--- config.mk ---
export PLATFORM = sky130hd
export DESIGN_NAME = task_event_scheduler
export DESIGN_NICKNAME = d
export VERILOG_FILES = /design/src/rtl/tes_pkg.sv /design/src/rtl/task_event_scheduler.sv /design/src/rtl/tes_ram.sv
export SDC_FILE = /design/constraint.sdc
export NUM_CORES = 1
export LEC_CHECK = 0
export BUFFER_PORTS_ARGS = -buffer_cell sky130_fd_sc_hd__buf_2
export CORE_MARGIN = 2
export CORE_UTILIZATION = 45
export DETAILED_ROUTE_END_ITERATION = 6
export SLEW_MARGIN = 20
export SYNTH_ARGS = -nofsm -noshare
export SYNTH_HDL_FRONTEND = slang
export SYNTH_SLANG_ARGS = --single-unit
--- constraint.sdc ---
create_clock -name clk -period 14.9 [get_ports clk]
set_input_delay 2.98 -clock clk [delete_from_list [all_inputs] [get_ports clk]]
set_output_delay 2.98 -clock clk [all_outputs]
set_load 0.02 [all_outputs]
--- src/rtl/tes_pkg.sv ---
// Shared constants and codes for the task event scheduler.
// No dependencies; the scheduler, the bench checker and the testbench import this package.
package tes_pkg;

	localparam int NUM_TASKS  = 8;
	localparam int EVENT_BITS = 32;
	localparam int TASK_W     = (NUM_TASKS > 1) ? $clog2(NUM_TASKS) : 1;

	// item kinds
	localparam logic [2:0] KIND_POST     = 3'd0;
	localparam logic [2:0] KIND_CLEAR    = 3'd1;
	localparam logic [2:0] KIND_SLEEP    = 3'd2;
	localparam logic [2:0] KIND_TICK     = 3'd3;
	localparam logic [2:0] KIND_DISPATCH = 3'd4;

	// result status codes
	localparam logic STATUS_OK  = 1'b0;
	localparam logic STATUS_ERR = 1'b1;

	typedef enum logic [5:0] {
		ST_IDLE = 6'b000001,
		ST_READ = 6'b000010,
		ST_EXEC = 6'b000100,
		ST_TRD  = 6'b001000,
		ST_TCMP = 6'b010000,
		ST_PUSH = 6'b100000
	} state_t;

endpackage

--- src/rtl/task_event_scheduler.sv ---
// Round-robin event-flag task scheduler. One item is taken at a time and gives one
// result item. Post, clear and dispatch pass through a read of the event-mask RAM,
// a modify and write back, and the result register; sleep skips the read; tick
// walks the wakeup-time RAM one slot at a time, reading and then comparing each
// slot. Unknown kinds and rejected post or clear go straight to the result. A finished
// result waits in the output register while the next item is accepted.
module task_event_scheduler
	import tes_pkg::*;
(
	input  logic                  clk,
	input  logic                  arst_n,
	input  logic                  cfg_wr_en,
	input  logic [7:0]            cfg_wr_data,
	input  logic                  in_valid,
	output logic                  in_stall,
	input  logic [2:0]            kind,
	input  logic [4:0]            task_index,
	input  logic [4:0]            event_number,
	input  logic [31:0]           duration_ms,
	input  logic [31:0]           now_ms,
	output logic                  out_valid,
	input  logic                  out_stall,
	output logic                  status,
	output logic                  dispatched,
	output logic [4:0]            dispatched_task,
	output logic [4:0]            dispatched_event,
	output logic                  no_event
);

	state_t state_q;

	logic [7:0]            reg_tasks_q;
	logic [NUM_TASKS-1:0]  pending_q;
	logic [NUM_TASKS-1:0]  sleeping_q;
	logic [NUM_TASKS-1:0]  ev_vld_q;
	logic [NUM_TASKS-1:0]  wk_vld_q;
	logic [TASK_W-1:0]     scan_q;
	logic [TASK_W-1:0]     running_q;
	logic [TASK_W-1:0]     cnt_q;

	logic [2:0]            kind_q;
	logic [TASK_W-1:0]     task_q;
	logic [4:0]            event_q;
	logic [31:0]           dur_q;
	logic [31:0]           now_q;

	logic                  ev_ok_s1;
	logic                  wk_ok_s1;
	logic                  found_s1;
	logic [TASK_W-1:0]     sel_s1;

	logic                  res_status_q;
	logic                  res_disp_q;
	logic [4:0]            res_task_q;
	logic [4:0]            res_event_q;
	logic                  res_noev_q;

	logic                  ev_we;
	logic [TASK_W-1:0]     ev_waddr;
	logic [EVENT_BITS-1:0] ev_wdata;
	logic [TASK_W-1:0]     ev_raddr;
	logic [EVENT_BITS-1:0] ev_rdata;
	logic                  wk_we;
	logic [TASK_W-1:0]     wk_waddr;
	logic [31:0]           wk_wdata;
	logic [TASK_W-1:0]     wk_raddr;
	logic [31:0]           wk_rdata;

	logic                  accept;
	logic                  task_ok;
	logic [7:0]            reg_mask;
	logic                  found_c;
	logic [TASK_W-1:0]     sel_c;
	logic [EVENT_BITS-1:0] mask_rd;
	logic [EVENT_BITS-1:0] ev_bit;
	logic [EVENT_BITS-1:0] mask_post;
	logic [EVENT_BITS-1:0] mask_clr;
	logic [EVENT_BITS-1:0] mask_disp;
	logic [4:0]            low_idx;
	logic [31:0]           wk_rd;
	logic                  out_free;

	assign accept   = in_valid && !in_stall;
	assign in_stall = (state_q != ST_IDLE);
	assign out_free = !out_valid || !out_stall;

	// mask off slots that do not exist
	always_comb begin
		reg_mask = reg_tasks_q;
		for (int i = 0; i < 8; i++) begin
			if (i >= NUM_TASKS) begin
				reg_mask[i] = 1'b0;
			end
		end
	end

	// check target task and event of post and clear
	assign task_ok = ({1'b0, task_index} < 6'(NUM_TASKS))
		&& reg_mask[task_index[TASK_W-1:0]]
		&& ({1'b0, event_number} < 6'(EVENT_BITS));

	// round-robin search from the scan pointer
	always_comb begin
		logic [TASK_W:0] cand;
		found_c = 1'b0;
		sel_c   = '0;
		for (int i = NUM_TASKS - 1; i >= 0; i--) begin
			cand = {1'b0, scan_q} + (TASK_W + 1)'(i);
			if (cand >= (TASK_W + 1)'(NUM_TASKS)) begin
				cand = cand - (TASK_W + 1)'(NUM_TASKS);
			end
			if (pending_q[cand[TASK_W-1:0]] && reg_mask[cand[TASK_W-1:0]]) begin
				found_c = 1'b1;
				sel_c   = cand[TASK_W-1:0];
			end
		end
	end

	// unwritten entries read as zero
	assign mask_rd = ev_ok_s1 ? ev_rdata : '0;
	assign wk_rd   = wk_ok_s1 ? wk_rdata : '0;

	assign ev_bit    = EVENT_BITS'(1) << event_q;
	assign mask_post = mask_rd | ev_bit;
	assign mask_clr  = mask_rd & ~ev_bit;

	// lowest set event
	always_comb begin
		low_idx = '0;
		for (int i = EVENT_BITS - 1; i >= 0; i--) begin
			if (mask_rd[i]) begin
				low_idx = 5'(i);
			end
		end
	end
	assign mask_disp = mask_rd & ~(EVENT_BITS'(1) << low_idx);

	// RAM ports
	always_comb begin
		ev_raddr = (kind_q == KIND_DISPATCH) ? sel_c : task_q;
		wk_raddr = cnt_q;
		ev_we    = 1'b0;
		ev_waddr = task_q;
		ev_wdata = mask_post;
		wk_we    = 1'b0;
		wk_waddr = running_q;
		wk_wdata = now_q + dur_q;
		case (state_q)
			ST_EXEC: begin
				case (kind_q)
					KIND_POST: begin
						ev_we = 1'b1;
					end
					KIND_CLEAR: begin
						ev_we    = 1'b1;
						ev_wdata = mask_clr;
					end
					KIND_SLEEP: begin
						wk_we = 1'b1;
					end
					KIND_DISPATCH: begin
						ev_we    = found_s1;
						ev_waddr = sel_s1;
						ev_wdata = mask_disp;
					end
					default: begin
						ev_we = 1'b0;
					end
				endcase
			end
			ST_TCMP: begin
				wk_we    = sleeping_q[cnt_q] && (wk_rd == now_q);
				wk_waddr = cnt_q;
				wk_wdata = '0;
			end
			default: begin
				ev_we = 1'b0;
			end
		endcase
	end

	tes_ram #(.DEPTH(NUM_TASKS), .WIDTH(EVENT_BITS)) u_ev_ram (
		.clk   (clk),
		.we    (ev_we),
		.waddr (ev_waddr),
		.wdata (ev_wdata),
		.raddr (ev_raddr),
		.rdata (ev_rdata)
	);

	tes_ram #(.DEPTH(NUM_TASKS), .WIDTH(32)) u_wk_ram (
		.clk   (clk),
		.we    (wk_we),
		.waddr (wk_waddr),
		.wdata (wk_wdata),
		.raddr (wk_raddr),
		.rdata (wk_rdata)
	);

	// latch item fields on accept
	always_ff @(posedge clk) begin
		if (accept) begin
			kind_q  <= kind;
			task_q  <= task_index[TASK_W-1:0];
			event_q <= event_number;
			dur_q   <= duration_ms;
			now_q   <= now_ms;
		end
	end

	// sequencer and scheduler state
	always_ff @(posedge clk or negedge arst_n) begin
		if (!arst_n) begin
			state_q      <= ST_IDLE;
			reg_tasks_q  <= '0;
			pending_q    <= '0;
			sleeping_q   <= '0;
			ev_vld_q     <= '0;
			wk_vld_q     <= '0;
			scan_q       <= '0;
			running_q    <= '0;
			cnt_q        <= '0;
			ev_ok_s1     <= 1'b0;
			wk_ok_s1     <= 1'b0;
			found_s1     <= 1'b0;
			sel_s1       <= '0;
			res_status_q <= STATUS_OK;
			res_disp_q   <= 1'b0;
			res_task_q   <= '0;
			res_event_q  <= '0;
			res_noev_q   <= 1'b0;
		end else begin
			if (cfg_wr_en) begin
				reg_tasks_q <= cfg_wr_data;
			end
			if (ev_we) begin
				ev_vld_q[ev_waddr] <= 1'b1;
			end
			if (wk_we) begin
				wk_vld_q[wk_waddr] <= 1'b1;
			end
			case (state_q)
				ST_IDLE: begin
					if (accept) begin
						res_status_q <= STATUS_OK;
						res_disp_q   <= 1'b0;
						res_task_q   <= '0;
						res_event_q  <= '0;
						res_noev_q   <= 1'b0;
						cnt_q        <= '0;
						case (kind)
							KIND_POST, KIND_CLEAR: begin
								if (task_ok) begin
									state_q <= ST_READ;
								end else begin
									res_status_q <= STATUS_ERR;
									state_q      <= ST_PUSH;
								end
							end
							KIND_SLEEP: begin
								state_q <= ST_EXEC;
							end
							KIND_TICK: begin
								state_q <= ST_TRD;
							end
							KIND_DISPATCH: begin
								state_q <= ST_READ;
							end
							default: begin
								res_status_q <= STATUS_ERR;
								state_q      <= ST_PUSH;
							end
						endcase
					end
				end
				ST_READ: begin
					ev_ok_s1 <= ev_vld_q[ev_raddr];
					found_s1 <= found_c;
					sel_s1   <= sel_c;
					state_q  <= ST_EXEC;
				end
				ST_EXEC: begin
					case (kind_q)
						KIND_POST: begin
							pending_q[task_q] <= 1'b1;
						end
						KIND_CLEAR: begin
							if (mask_clr == '0) begin
								pending_q[task_q] <= 1'b0;
							end
						end
						KIND_SLEEP: begin
							sleeping_q[running_q] <= 1'b1;
							pending_q[running_q]  <= 1'b0;
						end
						KIND_DISPATCH: begin
							if (found_s1) begin
								res_disp_q <= 1'b1;
								res_task_q <= 5'(sel_s1);
								running_q  <= sel_s1;
								scan_q     <= ({1'b0, sel_s1} == (TASK_W + 1)'(NUM_TASKS - 1))
									? '0 : TASK_W'({1'b0, sel_s1} + 1'b1);
								if (mask_rd == '0) begin
									res_noev_q <= 1'b1;
								end else begin
									res_event_q <= low_idx;
								end
								if (mask_disp == '0) begin
									pending_q[sel_s1] <= 1'b0;
								end
							end
						end
						default: begin
							res_status_q <= STATUS_ERR;
						end
					endcase
					state_q <= ST_PUSH;
				end
				ST_TRD: begin
					wk_ok_s1 <= wk_vld_q[cnt_q];
					state_q  <= ST_TCMP;
				end
				ST_TCMP: begin
					// wake a sleeper whose time has come
					if (sleeping_q[cnt_q] && (wk_rd == now_q)) begin
						sleeping_q[cnt_q] <= 1'b0;
						pending_q[cnt_q]  <= 1'b1;
					end
					if ({1'b0, cnt_q} == (TASK_W + 1)'(NUM_TASKS - 1)) begin
						state_q <= ST_PUSH;
					end else begin
						cnt_q   <= cnt_q + 1'b1;
						state_q <= ST_TRD;
					end
				end
				ST_PUSH: begin
					if (out_free) begin
						state_q <= ST_IDLE;
					end
				end
				default: begin
					state_q <= ST_IDLE;
				end
			endcase
		end
	end

	// output register
	always_ff @(posedge clk or negedge arst_n) begin
		if (!arst_n) begin
			out_valid <= 1'b0;
		end else if (state_q == ST_PUSH && out_free) begin
			out_valid <= 1'b1;
		end else if (!out_stall) begin
			out_valid <= 1'b0;
		end
	end

	always_ff @(posedge clk) begin
		if (state_q == ST_PUSH && out_free) begin
			status           <= res_status_q;
			dispatched       <= res_disp_q;
			dispatched_task  <= res_task_q;
			dispatched_event <= res_event_q;
			no_event         <= res_noev_q;
		end
	end

endmodule

--- src/rtl/tes_ram.sv ---
// Generic single-write, single-read synchronous RAM with a registered read port.
// No dependencies.
module tes_ram #(
	parameter int DEPTH = 8,
	parameter int WIDTH = 32,
	localparam int AW = (DEPTH > 1) ? $clog2(DEPTH) : 1
) (
	input  logic             clk,
	input  logic             we,
	input  logic [AW-1:0]    waddr,
	input  logic [WIDTH-1:0] wdata,
	input  logic [AW-1:0]    raddr,
	output logic [WIDTH-1:0] rdata
);

	logic [WIDTH-1:0] mem [DEPTH];

	// write port
	always_ff @(posedge clk) begin
		if (we) begin
			mem[waddr] <= wdata;
		end
	end

	// registered read port
	always_ff @(posedge clk) begin
		rdata <= mem[raddr];
	end

endmodule

==> flow_summary.ini, run 1 <==
[grt]
grt_use_met3_pct = 2.79
antenna_found_initial = 1
grt_usage_pct = 23.6
grt-busiest-layer = met2
overflow = 0
grt_use_met1_pct = 31.7
grt_start_max_net_pins = 74
grt_pass1_wl_um = 133000
grt_pass1_vias = 21400
use_met2_pct = 39.9

[logic_synthesis]
seq_area_frac_synth_pct = 65.0
synth_cell_types = 90
syn_area_per_cell_sq_um = 13.0
synth.largest_area_cell = edfxtp_1
ys.warnings.count = 0
synth_area_sq_um = 32400
synth-edff-count = 598
synth_common_cells = edfxtp_1, nor2_1, a22oi_1
synthTopCellsByArea = edfxtp_1, dfrtp_1, dfxtp_1
yosysTopAreaCellShare_pct = 55.4
ys_ff_latch = 735
netlist_instances = 2489
synthFlopType = edfxtp_1
async_reset_ff_share_pct = 9.93
yosysMostFrequentCell = edfxtp_1

[placed_design]
io_buffers = 102
dp.cells = 3440
gp_congestion = 0.957
hpwl_um = 55900
detailed_place.area_sq_um = 34000

[worst_setup_path]
r2r-end = u_ev_ram.rdata[7]$_DFF_P_
cp_cell_sequence = inv_1 > ha_1 > inv_1 > mux2i_1 > o21ai_0 > o2bb2ai_1 > a221oi_1 > o22ai_1 > o21a_4 > buf_4 > mux2_2 > o22ai_1 > nor2_1
critical_path_arrival_ns = 5.99
r2r_slack_ns = 9.39
critical_path.slowest_cell = dfrtp_1
path_class = reg -> reg
critPathMaxFanout = 72
critPathRequiredTime_ns = 15.38
cp_num_buf_inv = 3
reg2reg_depth = 13
critPathMaxStageDelay_ns = 0.99
crit_path_end_kind = flop
r2r_start = scan_q[0]$_DFFE_PN0P_
cp_top_family = compound AO/OA/AOI/OAI gates
start_kind = flop

[finish]
finalNonFillerCells = 3583
diodes = 0
final_layout_size_suffix_gt1_share_pct = 14.5
fillCellCount = 6086
syn_to_final_growth_pct = 12.7
final_cell_area_sq_um = 36500
fin_nets = 2698

[floorplanning]
rows = 98
io_pins = 105
coreArea_sq_um = 71400
fp.dieH_um = 272
initial_core_util_pct = 45.4
die_w_um = 272
dieArea_sq_um = 74200

[timing]
fin_worst_skew_ns = 0.0432
max_slew_margin_pct = 26.1
timing.hold.ws_ns = 0.458
worst_slew_pin_slew_ns = 1.10
tns_ns = 0
period_share_pct = 37.0
post-route-min-period_ns = 5.51
setup_violations = 0
rsz0062_at_grt = no
hold_violations = 0
fmax_mhz = 181
maxSlewViolCount = 0

[cts]
insertion_delay_ns = 0.64
cts_tree = yes
clockRootBuffer = clkbuf_16
ctsResizeCount = 0
cts_buffer_depth = 3
post_cts_buffers = 0
cts_buffers = 78
postCtsHoldBufs = 0
htreeDepth = 3
clk_transition_reported_paths_ns = 0.06
cts_sinks = 735

[power]
power_frac_clock_pct = 29.9
irDropWorstVdd_mv = 0.119
internal_power_mw = 4.22
p_comb_share_pct = 23.8
pwr-share-seq_pct = 46.2
netSwitchingFraction_pct = 33.3
power.density_nw_per_um2 = 173
p_sw_mw = 2.10
total_leakage_power_nw = 12.9

[worst_hold_path]
min_path_type = reg -> reg
hold_path_depth = 0
hold-path-endpoint = status$_DFFE_PP_
worst_hold_startpoint = res_status_q$_DFFE_PN0P_

[detailed_routing]
dr.pass1.iters = 6
avgViaCountPerCell = 6.00
drcViolationCount = 0
drtAntennaViolNets = 0
wl_um = 88500
vias = 21500
drt_iter0_drc = 1933
routedWlPerCell_um = 24.7

[outcome]
status = completed

[run]
cap_violations = 0
[layout by cell type, fill, tap and decap left out, drive strengths merged, types with 15 or more instances in the layout]
cell    Yosys  layout
nor2b      58      58
xnor2      25      25
a31oi      34      34
edfxtp    598     598
dfrtp      72      72
o21a       16      16
nand2b     25      25
a22oi     154     154
nand4      44      44
o22ai      43      43
dfxtp      64      64
nand3      39      39
clkinv      0      20
buf        37     147
a32oi      23      23
xor2       15      15
or2        23      23
mux2       43      43
mux2i     120     120
and3       15      15
nor3       34      34
a21oi     130     130
nor2      176     176
a211oi     39      39
and2       17      17
ha         37      37
o21ai      96      96
a21o       17      17
clkbuf    110     113
inv        40      43
nand2     146     146
o31ai      20      20
[worst register-to-register path: cells and delay by family, from the launching register on]
kind / cells / cell delay (ns)
AO/OA/AOI/OAI: 6 / 1.63
adder cells (fa/ha/maj): 1 / 0.60
buffers and inverters: 3 / 1.32
flip-flops: 1 / 0.99
multiplexers: 2 / 0.79
AND/OR/NAND/NOR: 1 / 0.08
[kinds of logic (layout without fill, tap and decap cells)]
| family | after synthesis | in the layout | share of synthesized area [%] |
|---|---|---|---|
| other cells | 1 | 2 | 0.0116 |
| compound gates | 673 | 673 | 14.3 |
| flops | 735 | 735 | 65.0 |
| fa+ha+maj | 38 | 38 | 1.49 |
| simple gates | 644 | 644 | 10.0 |
| xor+xnor | 40 | 40 | 1.08 |
| buf+inv | 187 | 330 | 2.40 |
| mux | 171 | 171 | 5.75 |
[flip-flops by register name (all words and copies together), names as in the netlist, 5 cells and up]
name	cells
u_wk_ram.mem	256
pending_q	8
wk_vld_q	8
u_wk_ram.rdata	32
reg_mask	8
dispatched_event	5
now_q	32
state_q	6
u_ev_ram.mem	256
event_q	5
res_event_q	5
ev_vld_q	8
u_ev_ram.rdata	32
sleeping_q	8
dur_q	32
[power groups by stage]
stage,registers [mW],clock network (mW),logic [mW]
global placement,2.96,0,1.46
CTS,2.92,1.93,1.50
global route,2.94,2.00,1.65
detailed placement,2.96,0,1.50
floorplan,2.77,0,1.13
finish,2.93,1.89,1.51
[layout make-up]
| type | count | area [sq um] | area share (%) |
|---|---|---|---|
| Inverter | 40 | 150 | 0.411 |
| Multi-Input combinational cell | 1568 | 10800 | 29.5 |
| Clock inverter | 30 | 365 | 1.00 |
| Clock buffer | 113 | 2140 | 5.87 |
| Sequential cell | 735 | 21100 | 57.7 |
| Tap cell | 950 | 1190 | 3.25 |
| Timing Repair Buffer | 147 | 851 | 2.33 |
[through the flow]
| stage | power, mW | util [%] | worst slack (ns) |
|---|---|---|---|
| after detailed placement | 4.46 | 47.7 | 9.46 |
| after global placement | 4.42 | 47.7 | 9.62 |
| after floorplan | 3.90 | - | 7.57 |
| after global routing | 6.59 | 51.2 | 8.81 |
| after CTS | 6.35 | 51.2 | 9.44 |
| final | 6.33 | 51.2 | 9.39 |
[worst max-delay path by stage]
| stage | from | to | cells past startpoint |
|---|---|---|---|
| 5_1_grt | scan_q[0]$_DFFE_PN0P_ | u_ev_ram.rdata[7]$_DFF_P_ | 13 |
| 3_5_place_dp | scan_q[0]$_DFFE_PN0P_ | u_ev_ram.rdata[25]$_DFF_P_ | 13 |
| 2_1_floorplan | in_valid | cnt_q[0]$_DFFE_PN0P_ | 4 |
| 4_1_cts | scan_q[0]$_DFFE_PN0P_ | u_ev_ram.rdata[7]$_DFF_P_ | 13 |
| 3_3_place_gp | scan_q[0]$_DFFE_PN0P_ | u_ev_ram.rdata[4]$_DFF_P_ | 13 |
| 6_report | scan_q[0]$_DFFE_PN0P_ | u_ev_ram.rdata[7]$_DFF_P_ | 13 |
[layer usage]
layer  vias to the layer above  wire (um)  share of wire [%]
li1                       9845          -                  -
met1                     10800      37400                 42
met2                       718      43800                 49
met3                       149       4860                5.5
met4                         0       2460                2.8
met5                         -          0                  0
Power figures use the tool's default switching activity.
==> inputs of run 2 (changes only) <==
clock period = 5.6 ns   (was 14.9 ns; I/O delays follow)
==> flow_summary.ini, run 2 (same netlist as run 1, synthesis figures left out) <==
[finish]
fin_nets = 2717
final_common_cell = edfxtp_1
diodes = 0
most-common-layout-cells = edfxtp_1, nor2_1, a22oi_1
final_layout_size_suffix_gt1_share_pct = 15.6
largestRegisters = u_ev_ram.mem (256), u_wk_ram.mem (256)
post-route-util_pct = 51.9
syn_to_final_growth_pct = 14.1

[timing]
rsz0062_at_grt = no
maxSlewViolCount = 0
post-route-min-period_ns = 4.66
period_share_pct = 83.1
tns_ns = 0
fmax_mhz = 215
hold_violations = 0
setup_violations = 0
worst_slew_pin_slew_ns = 1.01
max_slew_margin_pct = 31.7
fin_worst_skew_ns = 0.0292

[cts]
ctsResizeCount = 0
cts_tree = yes
htreeDepth = 3
cts_buffer_depth = 3
cts_sinks = 735
postCtsHoldBufs = 0
clockRootBuffer = clkbuf_16
insertion_delay_ns = 0.65
clk_transition_reported_paths_ns = 0.06
post_cts_buffers = 0
cts_buffers = 79

[grt]
grt_usage_pct = 23.9
grt_start_max_net_pins = 74
grt_pass1_vias = 21700
grt_pass1_wl_um = 134000
antenna_found_initial = 1
overflow = 0

[worst_setup_path]
critPathMaxFanout = 9
path_class = reg -> reg
crit_path_end_kind = flop
start_kind = flop
critPathRequiredTime_ns = 6.08
cp-startpoint = u_ev_ram.rdata[5]$_DFF_P_
critical_path_arrival_ns = 5.14
r2r_start = u_ev_ram.rdata[5]$_DFF_P_

[placed_design]
io_buffers = 102
gp_congestion = 1.04
hpwl_um = 57500

[detailed_routing]
drt_iter0_drc = 2086
routedWlPerCell_um = 24.8
avgViaCountPerCell = 6.07
dr.pass1.iters = 6
wl_um = 89400
drcViolationCount = 0
drtAntennaViolNets = 0
vias = 21900

[worst_hold_path]
worst_hold_startpoint = res_task_q[0]$_DFFE_PN0P_
min_path_type = reg -> reg

[floorplanning]
coreArea_sq_um = 71400
dieArea_sq_um = 74200
io_pins = 105
die_w_um = 272
fp.dieH_um = 272
rows = 98
initial_core_util_pct = 45.4

[outcome]
status = completed

[power]
irDropWorstVdd_mv = 0.347
total_leakage_power_nw = 13.2
power.density_nw_per_um2 = 468

[run]
cap_violations = 0
[run 2: critical path: stages, from the launching register on]
cell and delay (ns):
dfxtp_1 0.58, inv_1 0.17, a221oi_1 0.61, o31a_1 0.27, o22ai_1 0.14, nor3_1 0.43, nand3_1 0.27, a221o_1 0.42
o41a_1 0.47, o41ai_4 0.61, and2_1 0.38, a32oi_1 0.15
[run 2: cell type report]
| type | count | area (sq um) |
|---|---|---|
| clock inverter | 38 | 459 |
| fill | 6078 | 34400 |
| inverter | 40 | 150 |
| clock buffer | 110 | 2270 |
| sequential | 735 | 21100 |
| multi-input combinational | 1568 | 10800 |
| tap | 950 | 1190 |
| timing repair buffer | 165 | 1100 |
[run 2: worst paths after layout]
check | end | slack [ns] | cells after the start
max | pending_q[2]$_DFFE_PN0P_ | 0.94 | 11
min | dispatched_task[0]$_DFFE_PP_ | 0.46 | 0
max reg2reg | pending_q[2]$_DFFE_PN0P_ | 0.94 | 11
min reg2reg | dispatched_task[0]$_DFFE_PP_ | 0.46 | 0
max in group asynchronous | ev_ok_s1$_DFFE_PN0N_ | 4.26 | 1
min in group asynchronous | reg_mask[0]$_DFFE_PN0P_ | 0.63 | 1
[run 2: per-stage QoR]
step                power (mW)  hold WS (ns)  setup slack [ns]  instance area (sq um)  cells
global route              18.0         0.470             0.610                  37000   3606
finish                    17.3         0.457             0.944                  37000   3606
floorplan                 10.4         0.419             0.101                  32400   2490
detailed placement        11.9         0.444              1.01                  34300   3458
global placement          11.9         0.443              1.05                  34300   3458
CTS                       17.3         0.451             0.984                  37000   3606
[run 2: where the power goes]
part           switching [mW]  internal, mW
sequential              0.691          6.98
combinational            2.79          1.46
clock                    2.19          3.19
total                    5.67          11.6
[run 2: layer usage]
layer	global-route usage [%]	part of all wire, %
met1	32.0	42
met2	39.6	49
met3	4.06	6.1
met4	8.00	3.3
met5	0	0.015
==> inputs of run 3 (changes only) <==
clock period = 4.5 ns   (was 5.6 ns; I/O delays follow)
==> flow_summary.ini, run 3 (same netlist as run 1, synthesis figures left out) <==
[detailed_routing]
routedWlPerCell_um = 24.8
wl_um = 90300
dr.pass1.iters = 7
avgViaCountPerCell = 6.02
wl_met1_um = 37700
route.met2.wl_um = 44400
vias = 22000
wl_met3_um = 5570
drcViolationCount = 0
drtAntennaViolNets = 0
top_layer = met4
drt_iter0_drc = 1965

[cts]
cts_tree = yes
cts_sinks = 735
cts_buffer_depth = 3
insertion_delay_ns = 0.67
ctsResizeCount = 0
clk_transition_reported_paths_ns = 0.06
post_cts_buffers = 0
clockRootBuffer = clkbuf_16
cts_buffers = 78
htreeDepth = 3
postCtsHoldBufs = 0

[worst_setup_path]
critPathMaxStageDelay_ns = 0.60
cp_cell_sequence = buf_4 > o41ai_1 > o221ai_1 > o221ai_1 > a22oi_2 > buf_4 > or4b_1 > a211o_1 > o41a_1 > o41ai_4 > buf_4 > and2_1 > a32oi_1
path_class = reg -> reg
start_kind = flop
cp_num_buf_inv = 3
cp_top_family = compound AO/OA/AOI/OAI gates
critPathRequiredTime_ns = 5.00
critical_path_arrival_ns = 4.77
critical_path.slowest_cell = o41ai_1
crit_path_end_kind = flop
crit_top_cell = buf_4
critPathMaxFanout = 9

[timing]
setup_ws_ns = 0.225
worst_slew_pin_slew_ns = 1.11
hold_violations = 0
post-route-min-period_ns = 4.28
period_share_pct = 95.0
rsz0062_at_grt = no
max_slew_margin_pct = 25.2
setup_violations = 0
tns_ns = 0
fin_worst_skew_ns = 0.0583
maxSlewViolCount = 0
fmax_mhz = 234

[floorplanning]
rows = 98
initial_core_util_pct = 45.4
dieArea_sq_um = 74200
die_w_um = 272
fp.dieH_um = 272
io_pins = 105
coreArea_sq_um = 71400

[finish]
final_common_cell = edfxtp_1
final_layout_size_suffix_gt1_share_pct = 16.9
diodes = 0
fillCellCount = 6091
most-common-layout-cells = edfxtp_1, nor2_1, a22oi_1
finalNonFillerCells = 3650
largestRegisters = u_ev_ram.mem (256), u_wk_ram.mem (256)
fin_nets = 2765
syn_to_final_growth_pct = 15.1

[placed_design]
place_ws_ns = 0.0984
hpwl_um = 59100
io_buffers = 102
dp.cells = 3506
gp_congestion = 0.997

[grt]
overflow = 0
grt_usage_pct = 24.1
grt_pass1_vias = 21900
grt_pass1_wl_um = 135000
grt_start_max_net_pins = 74
antenna_found_initial = 0

[power]
power_frac_clock_pct = 30.2
p_comb_share_pct = 25.8
finalPower_mw = 21.5
netSwitchingFraction_pct = 33.1
pwr-share-seq_pct = 44.0
p_sw_mw = 7.12
power.density_nw_per_um2 = 577
irDropWorstVdd_mv = 0.358
internal_power_mw = 14.4
total_leakage_power_nw = 13.4

[worst_hold_path]
min_path_type = in -> async

[run]
cap_violations = 0

[outcome]
status = completed
run 3: area by class of cell:
type / instances / area, sq um / share of cell area, %
clock buffer: 104 / 2130 / 5.70
inverter: 40 / 150 / 0.402
sequential: 735 / 21100 / 56.4
tap: 950 / 1190 / 3.18
multi-input combinational: 1568 / 10800 / 28.9
clock inverter: 39 / 488 / 1.31
timing repair buffer: 214 / 1530 / 4.09
run 3: final timing paths:
check | from | end | slack, ns | cells past startpoint
worst max-delay path | u_ev_ram.rdata[30]$_DFF_P_ | pending_q[3]$_DFFE_PN0P_ | 0.22 | 13
worst min register to register | res_event_q[1]$_DFFE_PN0P_ | dispatched_event[1]$_DFFE_PP_ | 0.44 | 0
max in group asynchronous | arst_n | cnt_q[1]$_DFFE_PN0P_ | 3.64 | 2
worst min-delay path | arst_n | reg_mask[5]$_DFFE_PN0P_ | 0.25 | 1
worst max register to register | u_ev_ram.rdata[30]$_DFF_P_ | pending_q[3]$_DFFE_PN0P_ | 0.22 | 13
min in group clk | event_number[3] | event_q[3]$_DFFE_PP_ | 0.41 | 1
run 3: metrics by stage:
step / area, sq um / hold WS, ns / util (%)
6_report: 37300 / 0.250 / 52.3
5_1_grt: 37300 / 0.270 / 52.3
4_1_cts: 37300 / 0.372 / 52.3
3_5_place_dp: 34700 / 0.444 / 48.6
3_3_place_gp: 34700 / 0.438 / 48.6
2_1_floorplan: 32400 / 0.419 / -
run 3: per-layer routing:
layer / track usage (%) / vias up
met5: 0 / -
met4: 7.97 / 0
met3: 4.07 / 167
met2: 40.8 / 751
met1: 31.5 / 11100
li1: - / 9955
run 3: power by group through the flow:
| stage | clock network (mW) | logic (mW) | registers, mW |
|---|---|---|---|
| 3_3_place_gp | 0 | 5.40 | 9.58 |
| 5_1_grt | 6.91 | 6.04 | 9.51 |
| 2_1_floorplan | 0 | 3.75 | 9.16 |
| 4_1_cts | 6.63 | 5.51 | 9.45 |
| 3_5_place_dp | 0 | 5.48 | 9.58 |
| 6_report | 6.50 | 5.57 | 9.47 |
